`src/sv/rmdu_pkg.sv`:
```
// ---------------------------------------------------------------------------
// rmdu_pkg
// register indexes, divide sequencing constants and control structs
// ---------------------------------------------------------------------------
`timescale 1ns / 1ps
`default_nettype none

package rmdu_pkg;

  // bus access kinds
  localparam logic CMD_WRITE = 1'b0;
  localparam logic CMD_READ  = 1'b1;

  // register offsets from base
  localparam logic [4:0] IDX_MCAND    = 5'h02;
  localparam logic [4:0] IDX_MULTIPLY = 5'h03;
  localparam logic [4:0] IDX_DVD_LO   = 5'h04;
  localparam logic [4:0] IDX_DVD_HI   = 5'h05;
  localparam logic [4:0] IDX_DIVIDE   = 5'h06;
  localparam logic [4:0] IDX_QUOT_LO  = 5'h14;
  localparam logic [4:0] IDX_QUOT_HI  = 5'h15;
  localparam logic [4:0] IDX_PR_LO    = 5'h16;
  localparam logic [4:0] IDX_PR_HI    = 5'h17;

  localparam logic [15:0] DIV_ZERO_QUOT = 16'hFFFF;

  // one quotient bit per step
  localparam int DIV_STEPS = 16;
  localparam int CNT_W     = $clog2(DIV_STEPS);

  // controller to datapath commands
  typedef struct packed {
    logic load_mcand;
    logic multiply;
    logic load_dvd_lo;
    logic load_dvd_hi;
    logic div_zero;
    logic div_start;
    logic div_step;
    logic capture_read;
  } rmdu_cmd_t;

  // datapath to controller status
  typedef struct packed {
    logic divisor_zero;
  } rmdu_stat_t;

endpackage

`default_nettype wire

```
`src/sv/rmdu_if.sv`:
```
// ---------------------------------------------------------------------------
// rmdu_if
// request and response channels of the multiply/divide unit
// ---------------------------------------------------------------------------
`timescale 1ns / 1ps
`default_nettype none

interface rmdu_req_if;
  logic       valid;
  logic       ready;
  logic       command;
  logic [4:0] reg_index;
  logic [7:0] write_data;

  modport source (output valid, command, reg_index, write_data, input ready);
  modport sink   (input valid, command, reg_index, write_data, output ready);
endinterface

interface rmdu_rsp_if;
  logic       valid;
  logic       ready;
  logic [7:0] read_data;

  modport source (output valid, read_data, input ready);
  modport sink   (input valid, read_data, output ready);
endinterface

`default_nettype wire

```
`src/sv/rmdu_dpath.sv`:
```
// ---------------------------------------------------------------------------
// rmdu_dpath
// operand and result registers, 8x8 multiplier, restoring divide step
// ---------------------------------------------------------------------------
`timescale 1ns / 1ps
`default_nettype none

module rmdu_dpath
  import rmdu_pkg::*;
(
  input  wire logic       clk,
  input  wire logic       rst,
  input  wire rmdu_cmd_t  cmd,
  input  wire logic [4:0] reg_index,
  input  wire logic [7:0] write_data,
  output rmdu_stat_t      stat,
  output logic [7:0]      read_data
);

  logic [7:0]  multiplicand;
  logic [15:0] dividend;
  logic [15:0] quotient;
  logic [15:0] product_or_remainder;
  logic [7:0]  divisor;

  logic [15:0] product;
  logic [8:0]  trial;
  logic [8:0]  diff;
  logic        qbit;
  logic [7:0]  rem_next;
  logic [7:0]  read_mux;

  assign stat.divisor_zero = (write_data == 8'd0);

  // unsigned 8x8 product
  assign product = {8'd0, multiplicand} * {8'd0, write_data};

  // one restoring step: remainder lives in the low byte of product_or_remainder
  assign trial    = {product_or_remainder[7:0], quotient[15]};
  assign diff     = trial - {1'b0, divisor};
  assign qbit     = (trial >= {1'b0, divisor});
  assign rem_next = qbit ? diff[7:0] : trial[7:0];

  // architectural registers
  always_ff @(posedge clk) begin
    if (rst) begin
      multiplicand         <= '0;
      dividend             <= '0;
      quotient             <= '0;
      product_or_remainder <= '0;
    end else begin
      if (cmd.load_mcand) begin
        multiplicand <= write_data;
      end
      if (cmd.load_dvd_lo) begin
        dividend[7:0] <= write_data;
      end
      if (cmd.load_dvd_hi) begin
        dividend[15:8] <= write_data;
      end
      if (cmd.multiply) begin
        product_or_remainder <= product;
        quotient             <= '0;
      end
      if (cmd.div_zero) begin
        quotient             <= DIV_ZERO_QUOT;
        product_or_remainder <= dividend;
      end
      if (cmd.div_start) begin
        quotient             <= dividend;
        product_or_remainder <= '0;
      end
      if (cmd.div_step) begin
        quotient             <= {quotient[14:0], qbit};
        product_or_remainder <= {8'd0, rem_next};
      end
    end
  end

  // divisor held for the whole divide
  always_ff @(posedge clk) begin
    if (cmd.div_start) begin
      divisor <= write_data;
    end
  end

  // read select
  always_comb begin
    unique case (reg_index)
      IDX_QUOT_LO: read_mux = quotient[7:0];
      IDX_QUOT_HI: read_mux = quotient[15:8];
      IDX_PR_LO:   read_mux = product_or_remainder[7:0];
      IDX_PR_HI:   read_mux = product_or_remainder[15:8];
      default:     read_mux = 8'd0;
    endcase
  end

  // response word register
  always_ff @(posedge clk) begin
    if (cmd.capture_read) begin
      read_data <= read_mux;
    end
  end

endmodule

`default_nettype wire

```
`src/sv/rmdu_ctrl.sv`:
```
// ---------------------------------------------------------------------------
// rmdu_ctrl
// access decode, divide sequencer and response valid
// ---------------------------------------------------------------------------
`timescale 1ns / 1ps
`default_nettype none

module rmdu_ctrl
  import rmdu_pkg::*;
(
  input  wire logic       clk,
  input  wire logic       rst,
  input  wire logic       req_valid,
  output logic            req_ready,
  input  wire logic       command,
  input  wire logic [4:0] reg_index,
  output logic            rsp_valid,
  input  wire logic       rsp_ready,
  input  wire rmdu_stat_t stat,
  output rmdu_cmd_t       cmd
);

  localparam logic ST_IDLE = 1'b0;
  localparam logic ST_DIV  = 1'b1;

  logic             state;
  logic             state_next;
  logic [CNT_W-1:0] cnt;
  logic             accept;
  logic             wr;
  logic             rd;
  logic             last_step;

  assign req_ready = (state == ST_IDLE) && (!rsp_valid || rsp_ready);
  assign accept    = req_valid && req_ready;
  assign wr        = accept && (command == CMD_WRITE);
  assign rd        = accept && (command == CMD_READ);
  assign last_step = (cnt == CNT_W'(DIV_STEPS - 1));

  // command decode
  always_comb begin
    cmd              = '0;
    cmd.load_mcand   = wr && (reg_index == IDX_MCAND);
    cmd.multiply     = wr && (reg_index == IDX_MULTIPLY);
    cmd.load_dvd_lo  = wr && (reg_index == IDX_DVD_LO);
    cmd.load_dvd_hi  = wr && (reg_index == IDX_DVD_HI);
    cmd.div_zero     = wr && (reg_index == IDX_DIVIDE) && stat.divisor_zero;
    cmd.div_start    = wr && (reg_index == IDX_DIVIDE) && !stat.divisor_zero;
    cmd.div_step     = (state == ST_DIV);
    cmd.capture_read = rd;
  end

  // next state
  always_comb begin
    state_next = state;
    unique case (state)
      ST_IDLE: begin
        if (cmd.div_start) begin
          state_next = ST_DIV;
        end
      end
      ST_DIV: begin
        if (last_step) begin
          state_next = ST_IDLE;
        end
      end
      default: state_next = ST_IDLE;
    endcase
  end

  // state, step counter, response valid
  always_ff @(posedge clk) begin
    if (rst) begin
      state     <= ST_IDLE;
      cnt       <= '0;
      rsp_valid <= 1'b0;
    end else begin
      state <= state_next;
      if (cmd.div_start) begin
        cnt <= '0;
      end else if (state == ST_DIV) begin
        cnt <= cnt + 1'b1;
      end
      if (rd) begin
        rsp_valid <= 1'b1;
      end else if (rsp_ready) begin
        rsp_valid <= 1'b0;
      end
    end
  end

endmodule

`default_nettype wire

```
`src/sv/register_multiply_divide_unit.sv`:
```
// ---------------------------------------------------------------------------
// register_multiply_divide_unit
// register-mapped 8x8 multiply and 16/8 divide unit
// ---------------------------------------------------------------------------
// usage:
//   req carries one bus access per word: command (0 write, 1 read),
//   reg_index and write_data. rsp returns one read_data word per read;
//   writes return nothing. reads of unmapped indexes return zero.
// sequencing and throughput:
//   a read word appears on rsp in the cycle after it is accepted.
//   multiply and operand writes complete in the cycle they are accepted.
//   a divide by a nonzero byte produces one quotient bit per cycle
//   through a single restoring subtract step; req.ready is low meanwhile.
//   a divide by zero completes at once (quotient 0xFFFF, remainder =
//   dividend).
// reset:
//   synchronous on rst; operand and result registers but the divisor
//   clear to zero, and no response is pending.
// stalls:
//   the response register holds its word while rsp.ready is low; req.ready
//   drops until that word is taken.
// ---------------------------------------------------------------------------
`timescale 1ns / 1ps
`default_nettype none

module register_multiply_divide_unit
  import rmdu_pkg::*;
(
  input wire logic clk,
  input wire logic rst,
  rmdu_req_if.sink   req,
  rmdu_rsp_if.source rsp
);

  rmdu_cmd_t  cmd;
  rmdu_stat_t stat;

  // sequencing and handshake control
  rmdu_ctrl u_ctrl (
    .clk       (clk),
    .rst       (rst),
    .req_valid (req.valid),
    .req_ready (req.ready),
    .command   (req.command),
    .reg_index (req.reg_index),
    .rsp_valid (rsp.valid),
    .rsp_ready (rsp.ready),
    .stat      (stat),
    .cmd       (cmd)
  );

  // arithmetic and registers
  rmdu_dpath u_dpath (
    .clk        (clk),
    .rst        (rst),
    .cmd        (cmd),
    .reg_index  (req.reg_index),
    .write_data (req.write_data),
    .stat       (stat),
    .read_data  (rsp.read_data)
  );

endmodule

`default_nettype wire

```
`src/flat_wrapper.sv`:
```
// flat-port wrapper written by rule: the top's interface ports become plain ports
module register_multiply_divide_unit_flat import rmdu_pkg::*;
  (clk, rst, req_valid, req_command, req_reg_index, req_write_data, req_ready, rsp_valid, rsp_read_data, rsp_ready);
  rmdu_req_if req_i ();
  rmdu_rsp_if rsp_i ();
  input wire logic clk;
  input wire logic rst;
  input wire logic [$bits(req_i.valid)-1:0] req_valid;
  input wire logic [$bits(req_i.command)-1:0] req_command;
  input wire logic [$bits(req_i.reg_index)-1:0] req_reg_index;
  input wire logic [$bits(req_i.write_data)-1:0] req_write_data;
  output wire logic [$bits(req_i.ready)-1:0] req_ready;
  output wire logic [$bits(rsp_i.valid)-1:0] rsp_valid;
  output wire logic [$bits(rsp_i.read_data)-1:0] rsp_read_data;
  input wire logic [$bits(rsp_i.ready)-1:0] rsp_ready;
  assign req_i.valid = req_valid;
  assign req_i.command = req_command;
  assign req_i.reg_index = req_reg_index;
  assign req_i.write_data = req_write_data;
  assign req_ready = req_i.ready;
  assign rsp_valid = rsp_i.valid;
  assign rsp_read_data = rsp_i.read_data;
  assign rsp_i.ready = rsp_ready;
  register_multiply_divide_unit u_core (.clk(clk), .rst(rst), .req(req_i), .rsp(rsp_i));
endmodule
```
`config.mk`:
```
export PLATFORM = sky130hd
export DESIGN_NAME = register_multiply_divide_unit_flat
export DESIGN_NICKNAME = d
export VERILOG_FILES = /design/src/sv/rmdu_pkg.sv /design/src/sv/rmdu_if.sv /design/src/sv/rmdu_dpath.sv /design/src/sv/rmdu_ctrl.sv /design/src/sv/register_multiply_divide_unit.sv /design/src/flat_wrapper.sv
export SDC_FILE = /design/constraint.sdc
export NUM_CORES = 1
export LEC_CHECK = 0
export BUFFER_PORTS_ARGS = -buffer_cell sky130_fd_sc_hd__buf_2
export CORE_MARGIN = 5
export CORE_UTILIZATION = 25
export CTS_BUF_LIST = sky130_fd_sc_hd__clkbuf_8
export DETAILED_ROUTE_END_ITERATION = 12
export MAX_ROUTING_LAYER = met4
export PLACE_DENSITY = 0.39
export SYNTH_ARGS = -nofsm -noshare
export SYNTH_HDL_FRONTEND = slang
export SYNTH_HIERARCHICAL = 1
export SYNTH_SLANG_ARGS = --single-unit
```
`constraint.sdc`:
```
create_clock -name clk -period 13.2 [get_ports clk]
set_input_delay 1.32 -clock clk [delete_from_list [all_inputs] [get_ports clk]]
set_output_delay 1.32 -clock clk [all_outputs]
set_load 0.01 [all_outputs]
```
Yosys cells after proc, flatten, opt, wreduce, memory -nomap -nowiden
Index checks and enable logic that the tools add are counted.

cells by class
  shift-type cells = 0
  add/subtract/negate cells = 2
  multiply operators = 1
  order comparisons = 1
  equal/unequal tests = 10
  reduce and logical (&&, ||, !) cells = 20
  multiplexer cells = 15
  bitwise gates (word level) = 2
  div/mod/pow operators = 0

operator list
  operator               number
  $mux W16               6
  $pmux W8 S4            1
  $mux W8                3
  $eq A5 B5 Y1 const B   4
  $mul A8 B8 Y16         1
  $eq A5 B3 Y1 const B   3
  $logic_and A1 B1 Y1    11
  $eq A5 B2 Y1 const B   2
  $ge A9 B8 Y1           1
  $logic_not A8 Y1       1
  $sub A8 B8 Y8          1
  $add A4 B1 Y4 const B  1
  $eq A4 B4 Y1 const B   1
  $mux W1                4
  $reduce_bool A2 Y1     2
  $reduce_bool A4 Y1     1
  $reduce_or A3 Y1       1
  $logic_not A1 Y1       2
  $not A1 Y1             2
  $pmux W1 S2            1
  $reduce_or A2 Y1       1
  $logic_or A1 B1 Y1     1

word-level totals
  bits of input ports = 18
  flip-flop bits (word level) = 78
  bits in latches = 0
  word-level logic and storage cells = 62
  memories = 0
  memory bits (read-only) = 0
  output and inout bits = 10
  RAM bits = 0

Logic depth before layout (Yosys ltp)
Gate-level depths: netlist of the first run.

  depth in word-level cells = 10
  depth in mapped cells = 17
  gate-level depth less buffers = 16

By module
Netlist of the first run, hierarchy kept.

modules (own cells, without submodules)
  module      area an instance (um2)  cells each  sequential area each (um2)  instances
  rmdu_dpath  5671.7                  618         1601.5                      1
  rmdu_ctrl   394.1                   45          120.1                       1

Least setup slack after synthesis of the first run
OpenSTA, ideal clock, no wires.

  kind = input to register
  from = input port req_write_data[7]
  to = register u_core.u_dpath.product_or_remainder[11]
  path slack = 7.958 ns
  buffers on the path = 1
  stages on the path = 16
  setup time = 0.119 ns
  data required time = 13.081 ns
  arrival time = 5.122 ns
  cell sequence = clkbuf_1 > nand2_1 > fa_1 > fa_1 > inv_1 > fa_1 > inv_1 > fa_1 > inv_1 > ha_1 > o211ai_1 > a21oi_1 > a211o_1 > a311o_1 > nand3_1 > a21oi_1

between the ends
  word-level cells in the longest chain between the ends = 4
  elaborated cells between the ends (all ways) = 9
  those cells by class = mul: 1; mux: 2; reduce/logical: 6

ends and longest elaborated chain
  item                                                    line                text
  from (decl)                                             flat_wrapper.sv:11  input wire logic [$bits(req_i.write_data)-1:0] req_write_data;
  branches (longest 4 deep; another with $mul A8 B8 Y16)  -
  to (signal assigned)                                    rmdu_dpath.sv:62    product_or_remainder <= product;
  to (signal assigned)                                    rmdu_dpath.sv:67    product_or_remainder <= dividend;
  to (signal assigned)                                    rmdu_dpath.sv:75    product_or_remainder <= {8'd0, rem_next};
  to (decl)                                               rmdu_dpath.sv:23    logic [15:0] product_or_remainder;

Parallel ways; which one is timed is not known. The select of a mux whose other input is x is not followed.
A chain may end at the register's enable or synchronous reset.

Worst setup path in the final report of the first run
  from = input port req_write_data[7]
  to = register u_core.u_dpath.product_or_remainder[14]

The elaborated chain is that of the path after synthesis.

==> qor.csv, run 1 <==
stage,metric,value,unit
cts,cts_setup_buffers,0,
yosys,ys_seq_elements,78,
yosys,synth_edf_count,16,
sta,skew,11.2,ps
final_layout,nNetsFinal,771,
yosys,synth-seq-area-share,28.4,%
final_layout,final_util,27.8,%
hold_path,min_path_type,register to register,
job,max_cap_violations,0,
cts,cts_hold_buf,0,
yosys,ys.flop_type,dfxtp_1,
yosys,syn_area,0.00607,mm^2
placement,place_congestion,0.816,
pwr,p_leak,2.87,nW
yosys,synthArstFlopShare,0,%
pwr,peakVddDrop,43.2,uV
drt,firstDrtPassIters,5,
sta,hold_ws,527,ps
final_layout,final_layout_size_suffix_gt1_share,11.2,%
critical_path,worstSetupPathType,input pin to register,
final_layout,multi_input_area,0.00397,mm^2
drt,dr.first_iter.drc_count,388,
sta,final.period_utilization,40.1,%
final_layout,register_area,0.00172,mm^2
sta,worst_slack,7910,ps
critical_path,crit_path_end_kind,register,
yosys,yosysWarnings,6,
cts,clk_pin_slew,80,ps
placement,place_hpwl,13700,um
final_layout,area_growth,10.5,%
floorplanning,fp-row-count,57,
drt,ant_nets,0,
pwr,powerDensity,69.2,mW/mm^2
floorplanning,die_h,166,um
global_route,grt_pass1_vias,4945,
cts,ctsHtreeMaxLevel,3,
sta,fmax,189,MHz
cts,cts_tree,done,
yosys,synthDistinctLibCells,68,
floorplanning,fp.coreArea,0.0241,mm^2
critical_path,cpMostUsedCell,fa_1,
placement,post-place-ws,7500,ps
sta,finalMaxSlewViolations,0,
floorplanning,start_util,25.2,%
sta,rsz0062_at_grt,no,
floorplanning,die-area,0.0275,mm^2
cts,root_buffer,clkbuf_8,
critical_path,slowest_delay,540,ps
drt,finalWirelength,17600,um
global_route,gr-total-overflow,0,
global_route,grt_pass1_wl,28900,um
pwr,power,464,uW
floorplanning,die_w,166,um
sta,slew_headroom,24.4,%
sta,tightest_slew,1130,ps
cts,cts_buffer_depth,2,
global_route,grt_use_total,13.6,%
cts,cts_resized,0,
drt,drc,0,
critical_path,crit_path_cell_trace,buf_2 > nand2_1 > fa_1 > fa_1 > inv_1 > fa_1 > inv_1 > fa_1 > inv_1 > ha_1 > o21a_1 > o21ai_0 > o21ai_1 > a41oi_2 > xor2_1 > o22ai_1,
placement,io_buffers,27,
critical_path,start_kind,input pin,
sta,final.setup.tns,0,ps
cts,insertion_delay,370,ps
critical_path,crit_required,13450,ps
sta,period_needed,5290,ps
yosys,synthCells,663,
yosys,syn_avg_cell_area,9.15,um^2
global_route,grt_max_degree,55,
sta,setup_viol,0,
cts,numCtsBuffers,9,
cts,cts.sinks,78,
drt,via_count,4770,
global_route,antenna_found_initial,0,
critical_path,arrival,5540,ps
sta,hold_viol,0,
critical_path,path_max_fanout,13,
outcome,status,"complete, no violations",
drt,avgViaCountPerCell,4.77,
final_layout,fill_cells,2636,
drt,wl_per_cell,17.6,um
floorplanning,io_pins,28,
yosys,syn_nets,763,
critical_path,crit_slowest_cell,fa_1,
final_layout,antenna_cells,0,
[layer usage]
| layer | up-vias | track usage (%) | wire (um) |
|---|---|---|---|
| met5 | - | - | 0 |
| met3 | 14 | 2.50 | 737 |
| li1 | 2297 | - | - |
| met4 | 0 | 2.65 | 188 |
| met1 | 2370 | 17.5 | 8110 |
| met2 | 89 | 22.5 | 8570 |
[worst paths after layout]
check        slack (ps)                            from                                      end  cells after the start
max reg2reg        8520  u_core/u_dpath/multiplicand[0]  u_core/u_dpath/product_or_remainder[14]                     15
min reg2reg         530            u_core/u_ctrl/cnt[3]                     u_core/u_ctrl/cnt[3]                      2
min                 530            u_core/u_ctrl/cnt[3]                     u_core/u_ctrl/cnt[3]                      2
max                7910               req_write_data[7]  u_core/u_dpath/product_or_remainder[14]                     16
[critical path: cells and delay by family]
family                     cells  cell delay, ps
and+or+nand+nor                1             120
adders and majority gates      5            2470
buffers and inverters          4             400
xor gates and xnor gates       1             320
AOI/OAI and AO/OA              5             920
[through the flow]
stage          area (um^2)  instances
6_report              6700       1000
2_1_floorplan         6070        663
4_1_cts               6700       1000
3_3_place_gp          6500        984
5_1_grt               6700       1000
3_5_place_dp          6500        984
[cell usage in the layout, fill, tap and decap left out, types with 3 or more instances in the layout]
cell type,synthesis,final
a211oi_1,4,4
a21o_1,5,5
a21oi_1,43,43
a221oi_1,14,14
a31oi_1,4,4
and2_1,51,51
and3_1,4,4
buf_2,5,27
buf_4,2,5
clkbuf_8,0,10
dfxtp_1,62,62
edfxtp_1,16,16
fa_1,37,37
ha_1,45,45
inv_1,63,64
mux2i_1,25,25
mux4_2,8,8
nand2_1,31,31
nand2b_1,6,6
nand3_1,10,10
nand4b_1,3,3
nor2_1,83,83
nor2b_1,12,12
nor3_1,7,6
o211ai_1,5,5
o21a_1,4,4
o21ai_0,14,14
o22ai_1,8,8
or3_1,3,3
or4_1,4,4
xnor2_1,8,8
xor2_1,8,8
[state kept, by name, summed over array words and instances, names as in the netlist]
| register | count |
|---|---|
| u_core/u_dpath/dividend | 16 |
| u_core/u_dpath/product_or_remainder | 16 |
| u_core/u_dpath/quotient | 16 |
| u_core/u_dpath/divisor | 8 |
| u_core/u_dpath/multiplicand | 8 |
| u_core/u_dpath/read_data | 8 |
| u_core/u_ctrl/cnt | 4 |
| u_core/u_ctrl/rsp_valid | 1 |
| u_core/u_ctrl/state | 1 |
[cells in the mapped netlist, types with 8 or more instances]
master     n  area share (%)
nor2_1    83             5.1
inv_1     63             3.9
dfxtp_1   62              20
and2_1    51             5.3
ha_1      45             9.3
a21oi_1   43             3.5
fa_1      37              12
nand2_1   31             1.9
mux2i_1   25             4.1
clkbuf_1  24             1.5
edfxtp_1  16             7.9
a221oi_1  14             2.0
o21ai_0   14             1.2
nor2b_1   12             1.2
nand3_1   10            0.83
mux4_2     8             3.0
o22ai_1    8            0.83
xnor2_1    8             1.2
xor2_1     8             1.2
[final cells by class]
| type | count | area share (%) |
|---|---|---|
| sequential | 78 | 25.7 |
| clock inverter | 6 | 0.896 |
| inverter | 63 | 3.53 |
| timing repair buffer | 32 | 2.58 |
| tap | 324 | 6.05 |
| clock buffer | 10 | 2.05 |
| multi-input combinational | 487 | 59.2 |
[report_power, final]
part / total [mW] / switching (mW) / internal, mW
Clock: 0.187 / 0.0950 / 0.0919
Sequential: 0.246 / 0.00160 / 0.244
Combinational: 0.0311 / 0.0210 / 0.0101
Total: 0.464 / 0.118 / 0.346
[logic make-up (layout without fill, tap and decap cells)]
family	Yosys count	count (layout)	share of synthesized area [%]
muxes	33	33	7.10
and+or+nand+nor	232	232	20.0
DFF	78	78	28.4
xor gates and xnor gates	16	16	2.31
adders and majority gates	82	82	21.5
AOI/OAI and AO/OA	124	124	14.4
buffers and inverters	98	111	6.31
Power figures use the tool's default switching activity.
==> run 2, diff against run 1 <==
==> constraint.sdc (replaced) <==
create_clock -name clk -period 5.4 [get_ports clk]
set_input_delay 0.54 -clock clk [delete_from_list [all_inputs] [get_ports clk]]
set_output_delay 0.54 -clock clk [all_outputs]
set_load 0.01 [all_outputs]
==> run 2 against run 1 <==
Compared with the run above: first-iteration DRC count shrank 11%; non-clock buffer count grew 2; flip-flop and latch count is the same; routed wire length grew 1.4%; setup slack lost 7100 ps; global-route usage grew 0.14 points; count of clock-buffer cells in the layout shrank 1; combinational power grew 150%; clock power grew 110%; register-to-register slack lost 7700 ps; core utilization shrank 0.073 points; via count grew 1.8%; largest cell class unchanged; highest routed layer unchanged.
==> qor.csv, run 2 (synthesis results as in run 1) <==
stage,metric,value,unit,change
outcome,status,"complete, no violations",,unchanged
placement,io_buffers,27,,unchanged
pwr,switchingPower,288,uW,was 118 uW
floorplanning,io_pins,28,,unchanged
pwr,switching_share,26.8,%,was 25.3%
final_layout,most-common-layout-cells,"nor2_1 (83), inv_1 (64), dfxtp_1 (62)",,unchanged
drt,wl_per_cell,17.8,um,was 17.6 um
sta,tightest_slew,1090,ps,was 1130 ps
critical_path,worstSetupEndpoint,u_core/u_dpath/product_or_remainder[14],,unchanged
global_route,grt_max_degree,55,,unchanged
critical_path,cpMostUsedCell,fa_1,,unchanged
floorplanning,die-area,0.0275,mm^2,unchanged
cts,root_buffer,clkbuf_8,,unchanged
final_layout,register_area,0.00172,mm^2,unchanged
final_layout,final_common_cell,nor2_1,,unchanged
placement,place_hpwl,13800,um,was 13700 um
placement,place_congestion,0.808,,was 0.816
sta,setup_viol,0,,unchanged
sta,skew,11.9,ps,was 11.2 ps
sta,hold_viol,0,,unchanged
floorplanning,fp.coreArea,0.0241,mm^2,unchanged
job,max_cap_violations,0,,unchanged
cts,clk_pin_slew,90,ps,was 80 ps
pwr,p_comb_share,7.1,%,was 6.7%
critical_path,reg2reg_depth,15,,unchanged
final_layout,fill_cells,2618,,was 2636
drt,finalWirelength,17900,um,was 17600 um
critical_path,crit_required,5650,ps,was 13450 ps
critical_path,path_max_fanout,9,,was 13
pwr,p_leak,2.86,nW,was 2.87 nW
cts,cts_hold_buf,0,,unchanged
final_layout,area_growth,10.2,%,was 10.5%
floorplanning,die_h,166,um,unchanged
cts,cts.sinks,78,,unchanged
hold_path,min_path_type,input pin to register,,was register to register
final_layout,final_util,27.7,%,was 27.8%
sta,final.setup.tns,0,ps,unchanged
drt,firstDrtPassIters,6,,was 5
cts,cts_buffer_depth,2,,unchanged
drt,via_count,4858,,was 4770
critical_path,crit_slowest_cell,dfxtp_1,,was fa_1
global_route,grt_pass1_vias,5012,,was 4945
final_layout,final_layout_size_suffix_gt1_share,11.5,%,was 11.2%
critical_path,cp.depth,15,,was 16
sta,fmax,217,MHz,
final_layout,multi_input_area,0.00397,mm^2,unchanged
floorplanning,die_w,166,um,unchanged
critical_path,arrival,4860,ps,was 5540 ps
pwr,powerDensity,161,mW/mm^2,was 69.2 mW/mm^2
sta,finalMaxSlewViolations,0,,unchanged
critical_path,r2r-end,u_core/u_dpath/product_or_remainder[14],,unchanged
sta,final.period_utilization,85.5,%,
global_route,grt_use_total,13.7,%,was 13.6%
hold_path,hp-start,req_command,,was u_core/u_ctrl/cnt[3]
final_layout,nNetsFinal,773,,was 771
critical_path,path_delay_family,adder cells,,unchanged
critical_path,rrSetupSlack,780,ps,was 8520 ps
cts,cts_resized,0,,unchanged
sta,rsz0062_at_grt,no,,unchanged
cts,numCtsBuffers,9,,unchanged
final_layout,reg_top3,"u_core/u_dpath/dividend x16, u_core/u_dpath/product_or_remainder x16, u_core/u_dpath/quotient x16",,unchanged
final_layout,antenna_cells,0,,unchanged
drt,avgViaCountPerCell,4.85,,was 4.77
drt,ant_nets,0,,unchanged
pwr,p_int,786,uW,was 346 uW
global_route,grt_pass1_wl,29200,um,was 28900 um
pwr,clkPwrFrac,36.9,%,was 40.3%
pwr,pwr-share-seq,56.0,%,was 53.0%
cts,cts_setup_buffers,0,,unchanged
critical_path,slowest_delay,570,ps,was 540 ps
cts,ctsHtreeMaxLevel,3,,unchanged
drt,dr.first_iter.drc_count,345,,was 388
cts,cts_tree,done,,unchanged
sta,period_needed,4620,ps,
drt,drc,0,,unchanged
cts,insertion_delay,380,ps,was 370 ps
critical_path,r2r_start,u_core/u_dpath/multiplicand[4],,was u_core/u_dpath/multiplicand[0]
floorplanning,fp-row-count,57,,unchanged
critical_path,worstSetupPathType,register to register,,was input pin to register
global_route,antenna_found_initial,0,,unchanged
sta,slew_headroom,27.1,%,was 24.4%
floorplanning,start_util,25.2,%,unchanged
pwr,peakVddDrop,92.8,uV,was 43.2 uV
critical_path,crit_path_end_kind,register,,unchanged
critical_path,start_kind,register,,was input pin
critical_path,crit_path_cell_trace,nand2_1 > fa_1 > fa_1 > inv_1 > fa_1 > inv_1 > fa_1 > inv_1 > ha_1 > o21a_1 > o21ai_0 > o21ai_1 > a41oi_2 > xor2_1 > o22ai_1,,was buf_2 > nand2_1 > fa_1 > fa_1 > inv_1 > fa_1 > inv_1 > fa_1 > inv_1 > ha_1 > o21a_1 > o21ai_0 > o21ai_1 > a41oi_2 > xor2_1 > o22ai_1
critical_path,cp-startpoint,u_core/u_dpath/multiplicand[4],,was req_write_data[7]
global_route,gr-total-overflow,0,,unchanged
critical_path,crit_buf_inv,3,,was 4
run 2: changes by cell type in the layout (fill, tap and decap cells not counted), sizes merged:
cell and delta:
buf +2, bufinv -1, clkinv +2, clkbuf -1
run 2: layer usage:
metal / routed length, um / up-vias / share of wire [%] / global-route usage, %
li1: - / 2302 / - / -
met1: 8360 / 2449 / 47 / 18.3
met5: 0 / - / 0 / -
met2: 8630 / 86 / 48 / 22.0
met3: 529 / 21 / 3.0 / 1.86
met4: 333 / 0 / 1.9 / 3.66
run 2: worst reg2reg max path, cell delays in order (launching register included):
cell	delay (ps)
dfxtp_1	570
nand2_1	150
fa_1	490
fa_1	490
inv_1	50
fa_1	530
inv_1	60
fa_1	530
inv_1	40
ha_1	350
o21a_1	180
o21ai_0	290
o21ai_1	130
a41oi_2	200
xor2_1	310
o22ai_1	120
run 2: how the worst min path moves through the flow:
stage	end	depth (start not counted)
after CTS	u_core/u_ctrl/rsp_valid	3
final	u_core/u_ctrl/rsp_valid	3
after global routing	u_core/u_ctrl/rsp_valid	3
after detailed placement	u_core/u_ctrl/cnt[3]	2
after floorplan	u_core/u_dpath/product_or_remainder[10]	2
after global placement	u_core/u_ctrl/cnt[3]	2
run 2: layout make-up:
| class | instances | share of cell area [%] |
|---|---|---|
| clock inverter | 7 | 0.618 |
| clock buffer | 9 | 1.85 |
| sequential | 78 | 25.8 |
| timing repair buffer | 34 | 2.81 |
| inverter | 63 | 3.54 |
| tap | 324 | 6.07 |
| multi-input combinational | 487 | 59.4 |
run 2: through the flow:
step / hold WS [ps] / area [um^2] / std cells / total power [mW] / setup slack (ps)
floorplan: 475 / 6070 / 663 / 0.660 / 938
global placement: 500 / 6520 / 986 / 0.691 / 500
detailed placement: 514 / 6520 / 986 / 0.692 / 508
finish: 491 / 6680 / 1002 / 1.07 / 783
global route: 521 / 6680 / 1002 / 1.12 / 494
CTS: 464 / 6680 / 1002 / 1.09 / 765
run 2: power groups by stage:
stage | Clock (mW) | Combinational [mW] | Sequential, mW
after floorplan | 0 | 0.0458 | 0.615
after global placement | 0 | 0.0757 | 0.615
after detailed placement | 0 | 0.0768 | 0.615
after CTS | 0.411 | 0.0772 | 0.601
after global routing | 0.432 | 0.0848 | 0.602
final | 0.396 | 0.0763 | 0.601
